<file path="config.mk">
export PLATFORM = sky130hd
export DESIGN_NAME = zbm_chain
export DESIGN_NICKNAME = d
export VERILOG_FILES = /design/src/rtl/zbm_pkg.sv /design/src/rtl/zbm_cell.sv /design/src/rtl/zbm_chain.sv
export SDC_FILE = /design/constraint.sdc
export NUM_CORES = 1
export LEC_CHECK = 0
export BUFFER_PORTS_ARGS = -buffer_cell sky130_fd_sc_hd__buf_2
export CORE_UTILIZATION = 36
export CTS_CLUSTER_DIAMETER = 150
export CTS_CLUSTER_SIZE = 10
export DETAILED_ROUTE_END_ITERATION = 10
export PLACE_DENSITY = 0.55
export SETUP_SLACK_MARGIN = 0.1
export SLEW_MARGIN = 30
export SYNTH_ARGS = -nofsm -noshare
export SYNTH_HDL_FRONTEND = slang
export SYNTH_SLANG_ARGS = --single-unit
export TNS_END_PERCENT = 1
</file>
<file path="constraint.sdc">
create_clock -name clk -period 4.55 [get_ports clk]
set_input_delay 0.455 -clock clk [delete_from_list [all_inputs] [get_ports clk]]
set_output_delay 0.455 -clock clk [all_outputs]
set_load 0.02 [all_outputs]
</file>
<file path="src/rtl/zbm_pkg.sv">
package zbm_pkg;

  localparam int unsigned TAG_W = 32;
  localparam int unsigned BLK_W = 6;
  localparam int unsigned WORD_W = 64;
  localparam int unsigned CFG_IDX_W = 8;
  localparam int unsigned CFG_DATA_W = 32;

  localparam logic [CFG_IDX_W-1:0] REG_ENABLE = 8'd0;
  localparam logic [CFG_IDX_W-1:0] REG_PAGE_SHIFT = 8'd1;
  localparam logic [CFG_IDX_W-1:0] REG_BLOCK_SHIFT = 8'd2;
  localparam logic [CFG_IDX_W-1:0] REG_BLOCK_MASK = 8'd3;

  localparam logic RST_ENABLE = 1'b1;
  localparam logic [4:0] RST_PAGE_SHIFT = 5'd12;
  localparam logic [4:0] RST_BLOCK_SHIFT = 5'd6;
  localparam logic [5:0] RST_BLOCK_MASK = 6'd63;

  typedef struct packed {
    logic [TAG_W-1:0] tag;
    logic             valid;
    logic             dirty;
  } entry_t;

  typedef struct packed {
    logic pre;
    logic md;
  } carry_t;

  typedef enum logic [7:0] {
    ST_CLR  = 8'b0000_0001,
    ST_IDLE = 8'b0000_0010,
    ST_L1   = 8'b0000_0100,
    ST_VIC  = 8'b0000_1000,
    ST_REF  = 8'b0001_0000,
    ST_MAP  = 8'b0010_0000,
    ST_WR   = 8'b0100_0000,
    ST_DONE = 8'b1000_0000
  } state_t;

endpackage

</file>
<file path="src/rtl/zbm_cell.sv">
module zbm_cell (
  input  logic                  clk,
  input  logic                  rst_n,
  input  logic                  upd,
  input  logic                  hit_all,
  input  logic [31:0]           look_tag,
  input  zbm_pkg::carry_t       carry_in,
  input  zbm_pkg::entry_t       next_entry,
  output zbm_pkg::carry_t       carry_out,
  output zbm_pkg::entry_t       entry
);
  import zbm_pkg::*;

  entry_t entry_r;
  logic   match;

  assign match = entry_r.valid && (entry_r.tag == look_tag);
  assign carry_out.pre = carry_in.pre | match;
  assign carry_out.md = carry_in.md | (match & entry_r.dirty);
  assign entry = entry_r;

  always_ff @(posedge clk) begin
    if (!rst_n) begin
      entry_r <= '0;
    end else if (upd && (!hit_all || carry_out.pre)) begin
      entry_r <= next_entry;
    end
  end

endmodule

</file>
<file path="src/rtl/zbm_chain.sv">
module zbm_chain #(
  parameter int unsigned WAYS = 16
) (
  input  logic            clk,
  input  logic            rst_n,
  input  logic            upd,
  input  logic [31:0]     look_tag,
  input  logic            dirty_in,
  output logic            hit,
  output zbm_pkg::entry_t victim
);
  import zbm_pkg::*;

  // position 0 least recent, top most recent
  carry_t carry [WAYS+1];
  entry_t ent [WAYS];
  entry_t top_entry;

  assign carry[0] = '0;
  assign hit = carry[WAYS].pre;
  assign victim = ent[0];
  assign top_entry = '{tag: look_tag, valid: 1'b1, dirty: dirty_in | carry[WAYS].md};

  for (genvar i = 0; i < WAYS; i++) begin : g_cell
    entry_t nxt;
    if (i == WAYS - 1) begin : g_top
      assign nxt = top_entry;
    end else begin : g_mid
      assign nxt = ent[i+1];
    end
    zbm_cell u_cell (
      .clk       (clk),
      .rst_n     (rst_n),
      .upd       (upd),
      .hit_all   (hit),
      .look_tag  (look_tag),
      .carry_in  (carry[i]),
      .next_entry(nxt),
      .carry_out (carry[i+1]),
      .entry     (ent[i])
    );
  end

endmodule

</file>
==> results of run 1 <==
## per-layer routing
| layer | global-route usage | vias up | wire (um) |
|---|---|---|---|
| li1 | - | 9562 | - |
| met5 | 0 | - | 0 |
| met4 | 0.0867 | 0 | 3240 |
| met1 | 0.274 | 9501 | 36100 |
| met2 | 0.383 | 441 | 40800 |
| met3 | 0.0277 | 149 | 3270 |
## power by group
group / switching (mW) / total (mW) / internal [mW]
combinational: 0.618 / 0.942 / 0.324
clock: 1.90 / 4.21 / 2.30
sequential: 0.0364 / 4.84 / 4.80
## placed cells by master, fill, tap and decap left out, drive strengths merged, types with 3 or more instances in the layout
cell    instances
a21oi           4
a22oi           4
and3            3
buf           153
clkbuf         60
dfxtp         544
inv            11
mux2i         372
nand2         481
nand3         199
nand4          42
nor2            9
nor2b         134
nor3           25
nor4           89
o21ai         174
o31ai           4
o41ai           4
or2             3
xnor2         142
xor2          365
## stage by stage
step | setup WS [ps] | total power, mW
final | 157 | 9.99
after CTS | 283 | 10.1
after global placement | 147 | 5.88
after floorplan | 1650 | 5.60
after detailed placement | 60.2 | 5.88
after global routing | 178 | 10.3
## kinds of logic after synthesis
family	after synthesis
AOI/OAI and AO/OA	203
xor gates and xnor gates	507
buffers and inverters	240
DFF	544
muxes	372
and+or+nand+nor	995
## path summary, 6_finish.rpt
kind                                  to                   startpoint  cells past startpoint  slack [ps]
max                                  hit                  look_tag[8]                     10         160
min          g_cell[15].u_cell.entry[19]                 look_tag[17]                      3         320
max reg2reg    g_cell[9].u_cell.entry[3]  g_cell[12].u_cell.entry[24]                     10         700
min reg2reg   g_cell[7].u_cell.entry[28]   g_cell[8].u_cell.entry[28]                      2         470
## final cells by class
cell class | count | area, um2 | share of cell area
clock buffers | 60 | 1500 | 0.0514
well taps | 959 | 1200 | 0.0411
flip-flops and latches | 544 | 10900 | 0.373
inverters | 10 | 37.5 | 0.00129
clock inverters | 3 | 33.8 | 0.00116
repair buffers | 153 | 1310 | 0.0449
multi-input cells | 2077 | 14200 | 0.487
## worst register-to-register path, stage by stage (launching register included)
cell and delay (ps):
dfxtp_1 320, xor2_1 160, nor4_1 650, nand4_1 410, nor3_1 630, or3_1 350, or2_4 220, nor2_1 80
o21ai_4 430, buf_12 280, mux2i_1 230
==> run metrics, run 1 <==
commonest cells in the netlist dfxtp_1 (544), nand2_1 (481), mux2i_1 (372), xor2_1 (365), nand3_1 (199); Post-DP HPWL 60900 um; CP Cell Sequence buf_2 > buf_4 > xor2_1 > nor4_1 > nand4_1 > nor3_1 > or3_1 > nor2_1 > nand2_1 > buf_2; hold_buf cts 0; Core ar. 0.0728 mm2; hold_ws between 300 and 400 ps; Initial DRT Pass Iterations 5; grt total ovfl 0; critical path fanouts, max 10; worst path arrival time around 3900 ps; largest area contributor in the netlist dfxtp_1; initial antenna violation count 1; GRT Overall Usage 0.220; first-pass GRT wire length approximately 120000 um; most frequent CP cell buf_2; ys flop type dfxtp_1; largest net degree at the start of global routing approximately 140; Longest Clk Path Bufs 3; Setup crit end kind output port; sequential area share after synthesis 0.411; fraction of layout cells with a size suffix above 1 0.0861; DP Area ~0.028 mm2; Total Routed Length around 83000 um; CTS tree yes; Synth-to-Final Area Change 10.2%; postcts setup bufs 0; H-tree depth 2; row cnt 99; latest clock arrival within the worst-skew pair between 600 and 700 ps; post-route cell area about 0.029 mm2; die area about 0.075 mm2; EDFF count, synth 0; Worst-Margin Slew between 900 and 1000 ps; # DRC 0; VDD IR max 0.000312 V; die height 273 um; synth warn 0; wire per inst approximately 22 um; Startpoint Class input port; Post-synth ARST share 0; die width roughly 270 um; CP max-delay cell nor4_1; Finished Core Util 0.401; Post-Route Setup TNS 0 ps; Routed Antenna Nets 0; most frequent cell after synthesis dfxtp_1; P_leak 11.6 nW; Largest register FFs approximately 540; post-synthesis mux area share 0.141; Clock Skews 22.3 ps; Synth area leaders dfxtp_1 (41%), mux2i_1 (14%), xor2_1 (12%); NumNets Final 2882; count of final max-slew check failures 0; CTS sink count 544; status finished clean; # diodes 0; Crit path buffers/inverters 3; gp weighted congestion 0.952; CTS-repair resized insts 0; clock root cell clkbuf_16; unrepaired setup endpoints after global routing false; Post-Syn Area between 0.02 and 0.03 mm2; Mapped Cells around 2900; Power Density ~340 mW/mm2; simple-gate share of the synthesized area 0.182; PortBufs 70; Crit Path Class input port to output port; Initial Util 0.364; placed cells ~3700; synthesized area per cell just over 9 um2; adder-cell share of the synthesized area 0; Hold Crit Class input port to flop; flops & latches, synth ~540; relative slew slack 0.334; CP max stage delay around 640 ps; fillcell total 7350; Clock transition at path regs about 50 ps; via count just under 20000; number of buffers created by CTS 60; Fin. Hold Viols 0; Final Critical Period 4390 ps; fin crit share 0.965; xor/xnor share of the synthesized area 0.168; Synth Area in Compound Gates 0.0429; average via count per standard cell just over 5; vias in the first global route 19338; required time worst endpoint between 4000 and 5000 ps; Synthesized Nets 2897; Post-Layout Cell Count about 3800; # IOs 71; count of final setup violators 0; Fmax 228 MHz; largest family of logic cells by synthesized area simple AND/OR/NAND/NOR gates; Max Cap Violations 0; crit-path leading delay family simple AND/OR/NAND/NOR gates; Yosys cell types 57; top cell type's share of synthesized area 0.411; initial DRC count 1284
No activity file was read; power rests on OpenSTA's default activity.
==> inputs of run 2 (changes only) <==
CORE_MARGIN = 8   (was unset)
MAX_ROUTING_LAYER = met4   (was unset)
==> run metrics, run 2 (synthesis gave the netlist of run 1 again) <==
status finished clean; H-tree depth 2; Clock transition at path regs roughly 50 ps; wire per inst roughly 23 um; Levels on crit path 11; VDD IR max 0.000289 V; Post-Route Setup TNS 0 ps; row cnt 99; Final Critical Period about 4200 ps; Fin. Hold Viols 0; P_leak about 12 nW; Routed Antenna Nets 0; Worst-Margin Slew 868 ps; die area between 0.08 and 0.09 mm2; Total Routed Length 87800 um; Crit Path Class input port to output port; fraction of layout cells with a size suffix above 1 0.0867; Longest Clk Path Bufs 3; # IOs 71; Largest register FFs about 540; Finished Core Util 0.401; crit-path leading delay family simple AND/OR/NAND/NOR gates; fillcell total 7280; GRT Overall Usage 0.213; CTS sink count between 500 and 600; # DRC 0; R2R depth 11; postcts setup bufs 0; PortBufs 70; Setup crit end kind output port; Initial Util 0.364; die width 287 um; Comb power frac 0.096; NumNets Final 2885; Hold Crit Class input port to flop; Switching Share 0.257; fin crit share 0.914; worst path arrival time 3710 ps; number of buffers created by CTS 60; sequential share of power 0.482; dpl ws between 400 and 500 ps; CTS tree yes; # diodes 0; internal power between 7 and 8 mW; CP max-delay cell or3_1; CTS-repair resized insts 0; hold_ws between 300 and 400 ps; R2R Path End g_cell[9].u_cell.entry[6]; largest net degree at the start of global routing 151; count of final setup violators 0; most frequent CP cell buf_2; unrepaired setup endpoints after global routing false; most frequent cells in the layout dfxtp_1 (544), nand2_1 (481), mux2i_1 (372); die height around 290 um; average via count per standard cell 5.18; Fmax between 200 and 250 MHz; count of final max-slew check failures 0; commonest non-fill, non-tap cell in the layout dfxtp_1; critical path fanouts, max 11; via count between 15000 and 20000; required time worst endpoint 4090 ps; CP max stage delay approximately 580 ps; Startpoint Class input port; grt total ovfl 0; Post-DP HPWL approximately 64000 um; Power Density ~340 mW/mm2; Clock power frac 0.421; HP Start look_tag[17]; clock root cell clkbuf_16; gp weighted congestion a little under 1; Clock Skews about 33 ps; Synth-to-Final Area Change 10.3%; Worst Setup SP look_tag[0]; initial antenna violation count 1; relative slew slack 0.421; Reg-to-Reg Start g_cell[0].u_cell.entry[12]; setup ws final 389 ps; Crit path buffers/inverters 3; latest clock arrival within the worst-skew pair 630 ps; Min-Delay Path Depth 3; first-pass GRT wire length 131000 um; CP Cell Sequence buf_2 > buf_4 > xor2_1 > nor4_1 > nand4_1 > or3_1 > nand4_2 > nand3b_4 > nor2_1 > nand2_1 > buf_2; Core ar. 0.0728 mm2; Min-Delay Endpoint g_cell[15].u_cell.entry[19]; hold_buf cts 0; vias in the first global route slightly below 20000; r2r setup slk ~1100 ps; Initial DRT Pass Iterations 6; Max Cap Violations 0; initial DRC count ~1600; NetSw 2.58 mW
run 2: worst max-delay path by stage:
stage / end / slack, ps
after floorplan: g_cell[0].u_cell.entry[0] / 1650
after global placement: hit / 380
after detailed placement: hit / 420
after CTS: hit / 400
after global routing: hit / 360
final: hit / 390
run 2: layer usage:
metal	vias to the layer above	global-route usage	share of wire
met1	9469	0.260	0.43
met2	503	0.356	0.48
met3	176	0.0221	0.039
met5	-	-	0
met4	0	0.0937	0.048
li1	9580	-	-
run 2: tightest hold or removal path, delay by kind of cell:
family	cells	cell delay, ps
muxes	1	170
buffers and inverters	1	190
and+or+nand+nor	1	60
run 2: final cells by class:
cell class,count,area (um2),area share
multi-input cells,2077,14200,0.487
flip-flops and latches,544,10900,0.373
clock buffers,61,1530,0.0523
repair buffers,156,1320,0.0452
well taps,959,1200,0.0411
inverters,10,37.5,0.00129
clock inverters,1,8.76,0.000300
run 2: power by group through the flow:
| stage | Sequential [mW] | Combinational [mW] | Clock [mW] |
|---|---|---|---|
| 2_1_floorplan | 4.93 | 0.670 | 0 |
| 3_3_place_gp | 4.94 | 0.962 | 0 |
| 3_5_place_dp | 4.94 | 0.959 | 0 |
| 4_1_cts | 4.84 | 0.963 | 4.29 |
| 5_1_grt | 4.84 | 1.01 | 4.47 |
| 6_report | 4.84 | 0.968 | 4.23 |
run 2: stage by stage:
stage / power, mW / instance area [um2] / instances
after floorplan: 5.60 / 26500 / 2861
after global placement: 5.90 / 27700 / 3746
after detailed placement: 5.90 / 27700 / 3746
after CTS: 10.1 / 29200 / 3808
after global routing: 10.3 / 29200 / 3808
final: 10.0 / 29200 / 3808
